### src/rtl/rest_pkg.sv
// Shared types and constants of the extent run translator.
package rest_pkg;

    // Register indexes on the configuration port.
    localparam logic [1:0] REG_RECORD_LOG2  = 2'd0;
    localparam logic [1:0] REG_CLUSTER_LOG2 = 2'd1;
    localparam logic [1:0] REG_SECTOR_LOG2  = 2'd2;
    localparam logic [1:0] REG_RUN_COUNT    = 2'd3;

    localparam logic [3:0] RESET_RECORD_LOG2  = 4'd10;
    localparam logic [4:0] RESET_CLUSTER_LOG2 = 5'd12;
    localparam logic [3:0] RESET_SECTOR_LOG2  = 4'd9;
    localparam logic [6:0] RESET_RUN_COUNT    = 7'd0;

    // Most sectors emitted for one record.
    localparam logic [3:0] MAX_SECT = 4'd8;

    localparam logic ACTION_LOAD      = 1'b0;
    localparam logic ACTION_TRANSLATE = 1'b1;

    typedef struct packed {
        logic [3:0] record_log2;
        logic [4:0] cluster_log2;
        logic [3:0] sector_log2;
        logic [6:0] run_count;
    } rest_cfg_t;

    typedef struct packed {
        logic        is_xlate;
        logic [5:0]  run_index;
        logic [47:0] run_start;
        logic [47:0] run_length;
        logic [62:0] first_sector;
        logic [3:0]  sect_log2;
        logic [4:0]  clus_log2;
        logic [4:0]  spc_log2;
        logic [3:0]  nsec;
        logic [6:0]  run_count;
    } rest_item_t;

    typedef struct packed {
        logic        valid;
        logic [62:0] offset;
        logic [2:0]  index;
        logic        not_found;
        logic        last;
    } rest_result_t;

    typedef enum logic [2:0] {
        ST_IDLE,
        ST_START,
        ST_WALK,
        ST_FIN,
        ST_MISS
    } rest_state_t;

endpackage

### src/rtl/rest_fifo.sv
// Two-entry queue between the classifying front end and the run walker.
module rest_fifo (
    input  logic                clk,
    input  logic                rst_n,
    input  logic                push,
    input  rest_pkg::rest_item_t push_item,
    input  logic                pop,
    output logic                full,
    output logic                head_valid,
    output rest_pkg::rest_item_t head
);
    import rest_pkg::*;

    rest_item_t  mem_reg [2];
    logic        wr_ptr_reg;
    logic        wr_ptr_next;
    logic        rd_ptr_reg;
    logic        rd_ptr_next;
    logic [1:0]  count_reg;
    logic [1:0]  count_next;

    assign full       = (count_reg == 2'd2);
    assign head_valid = (count_reg != 2'd0);
    assign head       = mem_reg[rd_ptr_reg];

    always_comb
    begin
        wr_ptr_next = push ? ~wr_ptr_reg : wr_ptr_reg;
        rd_ptr_next = pop ? ~rd_ptr_reg : rd_ptr_reg;
        count_next  = count_reg + {1'b0, push} - {1'b0, pop};
    end

    always_ff @(posedge clk or negedge rst_n)
    begin
        if (!rst_n)
        begin
            wr_ptr_reg <= 1'b0;
            rd_ptr_reg <= 1'b0;
            count_reg  <= 2'd0;
        end
        else
        begin
            wr_ptr_reg <= wr_ptr_next;
            rd_ptr_reg <= rd_ptr_next;
            count_reg  <= count_next;
        end
    end

    always_ff @(posedge clk)
    begin
        if (push)
        begin
            mem_reg[wr_ptr_reg] <= push_item;
        end
    end

endmodule

### config.mk
export PLATFORM = sky130hd
export DESIGN_NAME = rest_fifo
export DESIGN_NICKNAME = d
export VERILOG_FILES = /design/src/rtl/rest_pkg.sv /design/src/rtl/rest_fifo.sv
export SDC_FILE = /design/constraint.sdc
export NUM_CORES = 1
export LEC_CHECK = 0
export BUFFER_PORTS_ARGS = -buffer_cell sky130_fd_sc_hd__buf_2
export CORE_MARGIN = 5
export CORE_UTILIZATION = 50
export DETAILED_ROUTE_END_ITERATION = 16
export PLACE_DENSITY = 0.81
export SLEW_MARGIN = 0
export SYNTH_ARGS = -nofsm -noshare
export SYNTH_HDL_FRONTEND = slang
export SYNTH_SLANG_ARGS = --single-unit
### constraint.sdc
create_clock -name clk -period 19.6 [get_ports clk]
set_input_delay 3.92 -clock clk [delete_from_list [all_inputs] [get_ports clk]]
set_output_delay 3.92 -clock clk [all_outputs]
set_load 0.02 [all_outputs]
==> flow_summary_export.csv <==
group,metric,value,unit
run_status,outcome,"completed",
pwr,power.clock.fraction,25.0,%
pwr,share_seq_of_total_power,43.7,%
floorplanning,coreArea,0.0278,mm2
routing,route.detailed.wl_per_inst,19.8,um
routing,route.detailed.vias_per_inst,4.94,
floorplanning,top_level_ports,388,
routing,drc,0,
pwr,vdd.ir_drop.worst,0.133,mV
clocking,tritoncts,"done",
timing,worst_pin_slew,1090,ps
placement,place_ws,13360,ps
logic_synthesis,postSynthNetCount,806,
routing,drt_iter0_drc,351,
pwr,finalPower,2.63,mW
timing,grt_setup_unrepaired,"false",
routing,dr_total_vias,7044,
clocking,cts_setup_buffers,0,
clocking,clk_root_buffer_cell,"sky130_fd_sc_hd__clkbuf_16",
timing,worst_clock_skew,10.6,ps
clocking,clkSinkCount,386,
pwr,switching_portion_of_total_power,31.8,%
layout,leading_cell_type_in_the_layout_fill_and_taps_excluded,"sky130_fd_sc_hd__buf_2",
floorplanning,initial_core_util,50.6,%
logic_synthesis,synthesis.area,0.0141,mm2
routing,drt_first_pass_iters,4,
layout,final_nets,1218,
timing,period_share,34.6,%
timing,final_hold_viol_count,0,
critical_path,cp-start-kind,"register",
placement,dpl.cell_count,1358,
timing,hold_ws,558,ps
logic_synthesis,ys_ff_latch,386,
critical_path,worst_ep_arrival_time,2860,ps
timing,timing.max_slew.rel_slack,27.4,%
placement,routability_congestion,0.761,
layout,final_cells,1426,
critical_path,crit_chain,"buf_4 -> mux2_2 -> buf_2",
clocking,clk_pin_slew_worst_paths,60,ps
layout,post_route_cells_drive_above_1_share,60.7,%
routing,routed_wirelength,28.2,mm
global_route,grt-ovfl-total,0,
pwr,p_per_cell_area,151,mW/mm2
timing,pins_over_their_slew_limit,0,
critical_path,setup.worst_path.class,"register to output port",
placement,hpwlAfterDp,19.2,mm
timing,setup_ws,12820,ps
critical_path,cp_slowest_stage_delay,880,ps
pwr,leakage,6.55,nW
pwr,p_int,1.79,mW
global_route,global_route_wire_length_before_repair,42.0,mm
routing,antenna_nets_post_route,0,
pwr,power.switching,834,uW
layout,final_cell_mix,"sky130_fd_sc_hd__buf_2 (387), sky130_fd_sc_hd__edfxtp_1 (382), sky130_fd_sc_hd__mux2_2 (191), sky130_fd_sc_hd__clkbuf_16 (39), sky130_fd_sc_hd__clkbuf_1 (11)",
layout,largest_reg_flops,382,
global_route,grt_max_degree,158,
timing,setup_viol_count_final,0,
logic_synthesis,syn-instance-count,609,
critical_path,worst_ep_required_time,15680,ps
placement,placedInstanceArea,0.0163,mm2
logic_synthesis,seq_area_frac_synth,82.4,%
floorplanning,floorplan.die.width,178,um
critical_path,worst_path_max_delay_cell,"sky130_fd_sc_hd__buf_4",
global_route,first_global_vias,7635,
critical_path,worst-path-max-fanout,83,
logic_synthesis,ys_warn_count,0,
timing,timing.final.crit_period,6780,ps
layout,p_r_area_growth_vs_syn,24.0,%
clocking,clock_tree.htree_level_count,2,
logic_synthesis,synth.avg_cell_area,23.1,um2
clocking,cts-resized-gates,0,
placement,portBuffers,387,
floorplanning,core.rowCount,61,
layout,finalCoreUtilization,62.7,%
timing,fmax,0.148,GHz
clocking,number_of_clock_buffers_inserted_by_tritoncts,39,
timing,tns,0,ps
clocking,hold_buffers,0,
global_route,groute.usage.overall,17.2,%
job,drv.max_cap_violation_count,0,
floorplanning,die_height,178,um
critical_path,critPathCaptureType,"output port",
clocking,clock_insertion_delay_worst_skew,510,ps
floorplanning,dieArea,0.0316,mm2
clocking,clock_path_buffers,3,
layout,fin_area,0.0174,mm2
min_path,min-delay-path-class,"register to register",
global_route,number_of_antenna_violations_at_the_first_check_in_global_routing,3,
pwr,combPwrFrac,31.4,%
logic_synthesis,synth.lib_cells_used.distinct,12,
[final cells by class]
class | instances | area (um2)
fillers | 1982 | 10400
clock buffers | 53 | 1060
multi-input cells | 200 | 2250
flip-flops and latches | 386 | 11600
well taps | 378 | 473
clock inverters | 13 | 67.6
inverters | 2 | 7.51
diodes | 2 | 5.00
repair buffers | 392 | 1990
[logic make-up (layout without fill, tap and decap cells)]
logic type                 Yosys count  count (layout)  share of synthesized area (%)
xor gates and xnor gates             3               3                          0.294
adders and majority gates            2               2                          0.178
other                                0               2                              0
and+or+nand+nor                      4               4                          0.178
muxes                              191             191                           15.3
DFF                                386             386                           82.4
buffers and inverters               23             460                           1.69
[worst max-delay path: cells and delay by family (launching register included)]
| kind | cells | cell delay, ps |
|---|---|---|
| DFF | 1 | 760 |
| muxes | 1 | 430 |
| buffers and inverters | 2 | 1040 |
[worst paths after layout]
| check | startpoint | end | slack (ps) | depth (start not counted) |
|---|---|---|---|---|
| min reg2reg | wr_ptr_reg$_DFFE_PN0P_ | wr_ptr_reg$_DFFE_PN0P_ | 560 | 1 |
| min in group asynchronous | rst_n | count_reg[0]$_DFF_PN0_ | 3200 | 1 |
| min | wr_ptr_reg$_DFFE_PN0P_ | wr_ptr_reg$_DFFE_PN0P_ | 560 | 1 |
| max in group asynchronous | rst_n | rd_ptr_reg$_DFFE_PN0P_ | 16260 | 1 |
| max reg2reg | wr_ptr_reg$_DFFE_PN0P_ | mem_reg[0][120]$_DFFE_PP_ | 17080 | 2 |
| max | rd_ptr_reg$_DFFE_PN0P_ | head[179] | 12820 | 3 |
[power by group through the flow]
stage                     Combinational (mW)  Sequential [mW]  Clock (mW)
after floorplan                        0.612             1.18           0
after global placement                 0.821             1.16           0
after detailed placement               0.831             1.16           0
after CTS                              0.836             1.15       0.674
after global routing                   0.872             1.16       0.715
final                                  0.823             1.15       0.656
[layer usage]
layer | up-vias | GRT usage (%) | wire [um]
met5 | - | 0 | 13
met4 | 2 | 5.16 | 652
met3 | 53 | 5.88 | 2540
met2 | 262 | 30.4 | 14900
met1 | 3467 | 20.0 | 10100
li1 | 3260 | - | -
[synthesized netlist by cell type]
| cell | count | area (um2) |
|---|---|---|
| sky130_fd_sc_hd__buf_2 | 1 | 5.00 |
| sky130_fd_sc_hd__ha_1 | 2 | 25.0 |
| sky130_fd_sc_hd__or2_2 | 1 | 6.26 |
| sky130_fd_sc_hd__buf_6 | 20 | 225 |
| sky130_fd_sc_hd__and2_1 | 1 | 6.26 |
| sky130_fd_sc_hd__dfrtp_1 | 4 | 100 |
| sky130_fd_sc_hd__nor2b_1 | 2 | 12.5 |
| sky130_fd_sc_hd__xor2_1 | 2 | 17.5 |
| sky130_fd_sc_hd__edfxtp_1 | 382 | 11500 |
| sky130_fd_sc_hd__mux2_2 | 191 | 2150 |
| sky130_fd_sc_hd__inv_1 | 2 | 7.51 |
| sky130_fd_sc_hd__xor3_1 | 1 | 23.8 |
Note: power is estimated with default switching activity, not from simulation.
