===== src/rtl/rest_pkg.sv =====
// Shared types and constants of the extent run translator.
package rest_pkg;

    // Register indexes on the configuration port.
    localparam logic [1:0] REG_RECORD_LOG2  = 2'd0;
    localparam logic [1:0] REG_CLUSTER_LOG2 = 2'd1;
    localparam logic [1:0] REG_SECTOR_LOG2  = 2'd2;
    localparam logic [1:0] REG_RUN_COUNT    = 2'd3;

    localparam logic [3:0] RESET_RECORD_LOG2  = 4'd10;
    localparam logic [4:0] RESET_CLUSTER_LOG2 = 5'd12;
    localparam logic [3:0] RESET_SECTOR_LOG2  = 4'd9;
    localparam logic [6:0] RESET_RUN_COUNT    = 7'd0;

    // Most sectors emitted for one record.
    localparam logic [3:0] MAX_SECT = 4'd8;

    localparam logic ACTION_LOAD      = 1'b0;
    localparam logic ACTION_TRANSLATE = 1'b1;

    typedef struct packed {
        logic [3:0] record_log2;
        logic [4:0] cluster_log2;
        logic [3:0] sector_log2;
        logic [6:0] run_count;
    } rest_cfg_t;

    typedef struct packed {
        logic        is_xlate;
        logic [5:0]  run_index;
        logic [47:0] run_start;
        logic [47:0] run_length;
        logic [62:0] first_sector;
        logic [3:0]  sect_log2;
        logic [4:0]  clus_log2;
        logic [4:0]  spc_log2;
        logic [3:0]  nsec;
        logic [6:0]  run_count;
    } rest_item_t;

    typedef struct packed {
        logic        valid;
        logic [62:0] offset;
        logic [2:0]  index;
        logic        not_found;
        logic        last;
    } rest_result_t;

    typedef enum logic [2:0] {
        ST_IDLE,
        ST_START,
        ST_WALK,
        ST_FIN,
        ST_MISS
    } rest_state_t;

endpackage


===== src/rtl/rest_front.sv =====
// Front end: accepts command words and works out the sector geometry.
module rest_front (
    input  logic                 start,
    input  logic                 full,
    input  logic                 action,
    input  logic [5:0]           run_index,
    input  logic [47:0]          run_start_cluster,
    input  logic [47:0]          run_length,
    input  logic [47:0]          record_num,
    input  rest_pkg::rest_cfg_t  cfg,
    output logic                 busy,
    output logic                 push,
    output rest_pkg::rest_item_t push_item
);
    import rest_pkg::*;

    logic [3:0] s_eff;
    logic [3:0] diff;
    logic [3:0] nsec_raw;
    logic [3:0] nsec;

    assign busy = full;
    assign push = start && !full;

    always_comb
    begin
        // The effective sector is the smallest of sector, record and cluster.
        s_eff = cfg.sector_log2;
        if (s_eff > cfg.record_log2)
        begin
            s_eff = cfg.record_log2;
        end
        if ({1'b0, s_eff} > cfg.cluster_log2)
        begin
            s_eff = cfg.cluster_log2[3:0];
        end
        diff     = cfg.record_log2 - s_eff;
        nsec_raw = (diff >= 4'd3) ? 4'd8 : (4'd1 << diff[1:0]);
        nsec     = (nsec_raw > MAX_SECT) ? MAX_SECT : nsec_raw;

        push_item.is_xlate     = (action == ACTION_TRANSLATE);
        push_item.run_index    = run_index;
        push_item.run_start    = run_start_cluster;
        push_item.run_length   = run_length;
        push_item.first_sector = 63'(record_num) << diff;
        push_item.sect_log2    = s_eff;
        push_item.clus_log2    = cfg.cluster_log2;
        push_item.spc_log2     = cfg.cluster_log2 - {1'b0, s_eff};
        push_item.nsec         = nsec;
        push_item.run_count    = cfg.run_count;
    end

endmodule


===== config.mk =====
export PLATFORM = sky130hd
export DESIGN_NAME = rest_front
export DESIGN_NICKNAME = d
export VERILOG_FILES = /design/src/rtl/rest_pkg.sv /design/src/rtl/rest_front.sv
export SDC_FILE = /design/constraint.sdc
export NUM_CORES = 1
export LEC_CHECK = 0
export BUFFER_PORTS_ARGS = -buffer_cell sky130_fd_sc_hd__buf_2
export CAP_MARGIN = 20
export CORE_AREA = 2 2 142 144
export DETAILED_ROUTE_END_ITERATION = 6
export DIE_AREA = 0 0 144 146
export PLACE_DENSITY_LB_ADDON = 0.08
export REMOVE_ABC_BUFFERS = 1
export SLEW_MARGIN = 20
export SYNTH_ARGS = -nofsm -noshare
export SYNTH_HDL_FRONTEND = slang
export SYNTH_SLANG_ARGS = --single-unit

===== constraint.sdc =====
create_clock -name vclk -period 8.35
set_input_delay 0.835 -clock vclk [all_inputs]
set_output_delay 0.835 -clock vclk [all_outputs]
set_load 0.03 [all_outputs]

==> flow_summary.json, run 1 <==
{
  "status": "complete, no violations",
  "ys_seq_area_frac": 0,
  "final-seq-area_um2": 0,
  "port_buffers": 146,
  "drtIter0Drc": 242,
  "cp_slowest_cell": "a21o_1",
  "finalNonFillerCells": 713,
  "synthesis.area_mm2": 0.00389,
  "design.die.area_mm2": 0.0210,
  "grt_use_total": 0.259,
  "grt_start_max_net_pins": 68,
  "crit_top_cell": "inv_1",
  "core_region_area_mm2": 0.0193,
  "fmax_mhz": 138,
  "die_h_um": 146,
  "ys_types": 40,
  "finalPower_w": 0.00169,
  "nets": 636,
  "yosysWarnings": 0,
  "hold_class": "input pin to output port",
  "critical_path_class": "input pin to output port",
  "crit_chain": "buf_2 -> inv_1 -> ha_1 -> a211oi_1 -> o21ai_2 -> nand2_2 -> mux2i_1 -> inv_1 -> ha_1 -> nor2b_1 -> o211ai_1 -> a21o_1 -> nor2_1 -> a21oi_1 -> ha_4 -> inv_1 -> a21o_1 -> a221oi_1 -> maj3_2 -> xor2_4 -> buf_4 -> mux2i_1 -> buf_2",
  "rsz0062_at_grt": "false",
  "p_per_area_mw_per_mm2": 417,
  "start_kind": "input pin",
  "antenna_cells": 0,
  "via_per_inst": 4.90,
  "arrival_ps": 6390,
  "final_max_slew_viol_count": 0,
  "n_fill_cell": 2198,
  "p_leak_nw": 2.02,
  "ant_nets": 0,
  "path_buf_inv": 6,
  "antenna_found_initial": 0,
  "syn_area_per_cell_um2": 8.89,
  "cp.required_ps": 7520,
  "finalWirelength_mm": 28.5,
  "final_util": 0.209,
  "hpwl_mm": 26.2,
  "period_minus_slack_ps": 7220,
  "relSlewSlack": 0.443,
  "nFlopsAndLatches": 0,
  "whs_ps": 1670,
  "finalCritPeriodShare": 0.865,
  "ir_drop_v": 0.000229,
  "critPathCaptureType": "output port",
  "grt_pass1_vias": 3572,
  "num_rows": 51,
  "grt_overflow": 0,
  "clock_buffers": 0,
  "crit_fanout": 33,
  "critPathTopFamily": "compound AO/OA/AOI/OAI gates",
  "final_area_mm2": 0.00405,
  "worst_slew_pin_slew_ps": 836,
  "grt_pass1_wl_mm": 35.9,
  "cts_resized": 0,
  "die-width_um": 144,
  "io_pins": 366,
  "place_inst": 713,
  "place_congestion": 0.922,
  "hold_violations": 0,
  "dr.pass1.iters": 5,
  "areaGrowthSynthToFinish_pct": 4.02,
  "post_cts_buffers": 0,
  "vias": 3493,
  "start_util": 0.201,
  "hold_buffers": 0,
  "place_area_mm2": 0.00405,
  "post-route-drc-count": 0,
  "slowest_delay_ps": 480,
  "drive_above_1_share": 0.453,
  "drv_cap": 0,
  "post_drt_wl_per_cell_um": 39.9,
  "synthCells": 438,
  "setup_violations": 0
}
==> routing by layer <==
metal / vias to the layer above / track usage / wire (µm)
li1: 1502 / - / -
met1: 1606 / 0.182 / 6670
met2: 365 / 0.436 / 13500
met3: 14 / 0.319 / 7630
met4: 6 / 0.0314 / 457
met5: - / 0.0718 / 207
==> layout make-up <==
type	count	area [µm²]	area share
inverter	15	56.3	0.0139
multi-input combinational	279	2860	0.706
tap	265	332	0.0819
timing repair buffer	154	803	0.198
==> logic make-up (layout without fill, tap and decap cells) <==
family | Yosys count | in the layout | synth area share
buffers and inverters | 159 | 169 | 0.276
muxes | 150 | 150 | 0.500
and+or+nand+nor | 65 | 65 | 0.0916
AOI/OAI and AO/OA | 44 | 44 | 0.0736
adders and majority gates | 14 | 14 | 0.0447
xor gates and xnor gates | 6 | 6 | 0.0135
==> power breakdown <==
part / internal, W / switching [W]
clock network: 0 / 0
registers: 0 / 0
logic: 0.000574 / 0.00111
==> Yosys cell counts <==
library cell / instances / share of area
clkbuf_1: 12 / 0.012
inv_1: 15 / 0.014
buf_2: 8 / 0.010
buf_1: 3 / 0.0029
a31o_2: 1 / 0.0022
o22a_1: 1 / 0.0022
nand2b_1: 5 / 0.0080
a21oi_2: 1 / 0.0022
a21o_1: 3 / 0.0058
ha_1: 13 / 0.042
nand2_1: 12 / 0.012
nor2_1: 20 / 0.019
a41o_1: 1 / 0.0026
o211ai_1: 2 / 0.0039
nand3_1: 3 / 0.0039
buf_6: 4 / 0.012
mux4_2: 35 / 0.20
mux2_4: 1 / 0.0039
nand3b_1: 1 / 0.0019
and2_1: 2 / 0.0032
o221a_2: 1 / 0.0029
mux2_2: 3 / 0.0087
mux2i_1: 111 / 0.29
buf_4: 117 / 0.23
o21ai_2: 1 / 0.0022
xor2_1: 3 / 0.0067
a221oi_1: 1 / 0.0022
o221ai_1: 1 / 0.0022
a31oi_1: 3 / 0.0048
and4b_1: 1 / 0.0026
a21oi_1: 14 / 0.018
a22o_1: 1 / 0.0022
o21ai_0: 8 / 0.010
xnor2_1: 3 / 0.0067
nor2b_1: 9 / 0.014
nand2_2: 1 / 0.0016
and3b_1: 10 / 0.022
nor4bb_1: 1 / 0.0026
maj3_2: 1 / 0.0029
a211oi_1: 5 / 0.0096
==> per-stage QoR <==
step | worst slack [ps] | TNS, ps
floorplan | -2030 | -129030
global placement | 1100 | 0
detailed placement | 1110 | 0
CTS | 1080 | 0
global route | 591 | 0
finish | 1130 | 0
==> cell usage in the layout, fill, tap and decap left out, types with 2 or more instances in the layout <==
cell type  count
nor2_1        20
nand2b_1       5
mux2i_1      111
a211oi_1       5
xnor2_1        2
mux2_2         3
a21oi_1       14
ha_1          11
nor2b_1        9
inv_1         15
a21o_1         3
mux4_2        35
o211ai_1       2
nand3_1        3
buf_2        146
xor2_1         2
and3b_1       10
buf_4          7
o21ai_0        8
and2_1         2
a31oi_1        3
nand2_1       12
==> path summary, 6_finish.rpt <==
check	from	end	slack (ps)	cells past startpoint
max	cfg[18]	push_item[37]	1130	23
min	run_length[11]	push_item[99]	1670	0
(Power assumes the default switching activity.)
==> run 2: changes to the inputs <==
- ABC_AREA: default -> 0
- RECOVER_POWER: default -> 100
==> run 2 against run 1 <==
Highest routed layer unchanged. Routed wire length barely moved. Via count barely moved. Critical endpoint is now push_item[61]. Sequential share of layout area did not move. Flip-flop and latch count did not move. Critical path type unchanged. Non-clock buffer count did not move.
==> flow_summary.json, run 2 (synthesized netlist as in run 1, its figures left out) <==
{
  "status": "complete, no violations",
  "areaGrowthSynthToFinish_pct": 1.96,
  "post_drt_wl_per_cell_um": 39.9,
  "antenna_cells": 0,
  "p_per_area_mw_per_mm2": 415,
  "layout_common_cells": "111 x mux2i_1, 91 x buf_2, 55 x clkbuf_1",
  "relSlewSlack": 0.391,
  "arrival_ps": 6730,
  "hold_class": "input pin to output port",
  "num_rows": 51,
  "vias": 3492,
  "final_area_mm2": 0.00397,
  "p_leak_nw": 1.85,
  "final_util": 0.205,
  "drive_above_1_share": 0.326,
  "worst_slew_pin_slew_ps": 914,
  "final-seq-area_um2": 0,
  "path_buf_inv": 6,
  "grt_start_max_net_pins": 68,
  "fmax_mhz": 132,
  "port_buffers": 146,
  "cp.required_ps": 7520,
  "via_per_inst": 4.90,
  "grt_pass1_vias": 3572,
  "cp_slowest_cell": "clkbuf_2",
  "die_h_um": 146,
  "hold_path_startpoint": "run_length[11]",
  "core_region_area_mm2": 0.0193,
  "grt_overflow": 0,
  "clock_buffers": 0,
  "slowest_delay_ps": 730,
  "final_common_cell": "mux2i_1",
  "rsz0062_at_grt": "false",
  "io_pins": 366,
  "antenna_found_initial": 0,
  "place_area_mm2": 0.00405,
  "critPathTopFamily": "compound AO/OA/AOI/OAI gates",
  "drv_cap": 0,
  "crit_chain": "buf_2 -> inv_1 -> ha_1 -> a211oi_1 -> o21ai_2 -> nand2_1 -> mux2i_1 -> inv_1 -> ha_1 -> nor2b_1 -> o211ai_1 -> a21o_1 -> nor2_1 -> a21oi_1 -> ha_4 -> inv_1 -> a21o_1 -> a221oi_1 -> maj3_2 -> xor2_4 -> clkbuf_2 -> mux2i_1 -> clkbuf_1",
  "ir_drop_v": 0.000216,
  "hold_violations": 0,
  "setup_violations": 0,
  "nets": 636,
  "finalWirelength_mm": 28.5,
  "design.die.area_mm2": 0.0210,
  "start_kind": "input pin",
  "period_minus_slack_ps": 7570,
  "finalCritPeriodShare": 0.906,
  "nFlopsAndLatches": 0,
  "critPathCaptureType": "output port",
  "dr.pass1.iters": 4,
  "crit_top_cell": "inv_1",
  "crit_fanout": 34,
  "min_delay_path_depth": 0,
  "hpwl_mm": 26.2,
  "post-route-drc-count": 0,
  "drtIter0Drc": 208,
  "hold_buffers": 0,
  "n_fill_cell": 2230,
  "min_to": "push_item[99]",
  "critical_path_class": "input pin to output port",
  "ant_nets": 0,
  "post_cts_buffers": 0,
  "final_max_slew_viol_count": 0,
  "die-width_um": 144,
  "cts_resized": 0,
  "grt_use_total": 0.259,
  "place_congestion": 0.922,
  "grt_pass1_wl_mm": 35.9,
  "start_util": 0.201
}
[run 2: report_power, final]
group	switching, W	total, W	internal (W)
combinational	0.00112	0.00165	0.000533
sequential	0	0	0
clock	0	0	0
total	0.00112	0.00165	0.000533
[run 2: how the worst max path moves through the flow]
stage / endpoint / slack, ps / cells past startpoint / startpoint
after detailed placement: push_item[41] / 1110 / 23 / cfg[18]
after global placement: push_item[41] / 1100 / 23 / cfg[18]
final: push_item[61] / 780 / 23 / cfg[18]
after CTS: push_item[41] / 1080 / 23 / cfg[18]
after global routing: push_item[61] / 300 / 23 / cfg[18]
after floorplan: push_item[33] / -2030 / 20 / cfg[18]
[run 2: per-stage QoR]
step / setup TNS (ps) / power, W / setup slack, ps / cells / hold WS (ps)
global placement: 0 / 0.00171 / 1100 / 713 / 1670
finish: 0 / 0.00165 / 783 / 713 / 1670
detailed placement: 0 / 0.00170 / 1110 / 713 / 1670
CTS: 0 / 0.00171 / 1080 / 713 / 1670
floorplan: -129030 / 0.00127 / -2030 / 294 / 1670
global route: 0 / 0.00175 / 297 / 713 / 1670
[run 2: layer usage]
layer / global-route usage / share of wire / vias up
li1: - / - / 1501
met3: 0.319 / 0.27 / 20
met2: 0.436 / 0.47 / 362
met1: 0.182 / 0.23 / 1603
met5: 0.0718 / 0.0073 / -
met4: 0.0314 / 0.023 / 6
[run 2: layout make-up]
class	count	area, µm²	share of cell area
tap	265	332	0.0835
timing repair buffer	154	729	0.184
multi-input combinational	279	2850	0.719
inverter	15	56.3	0.0142
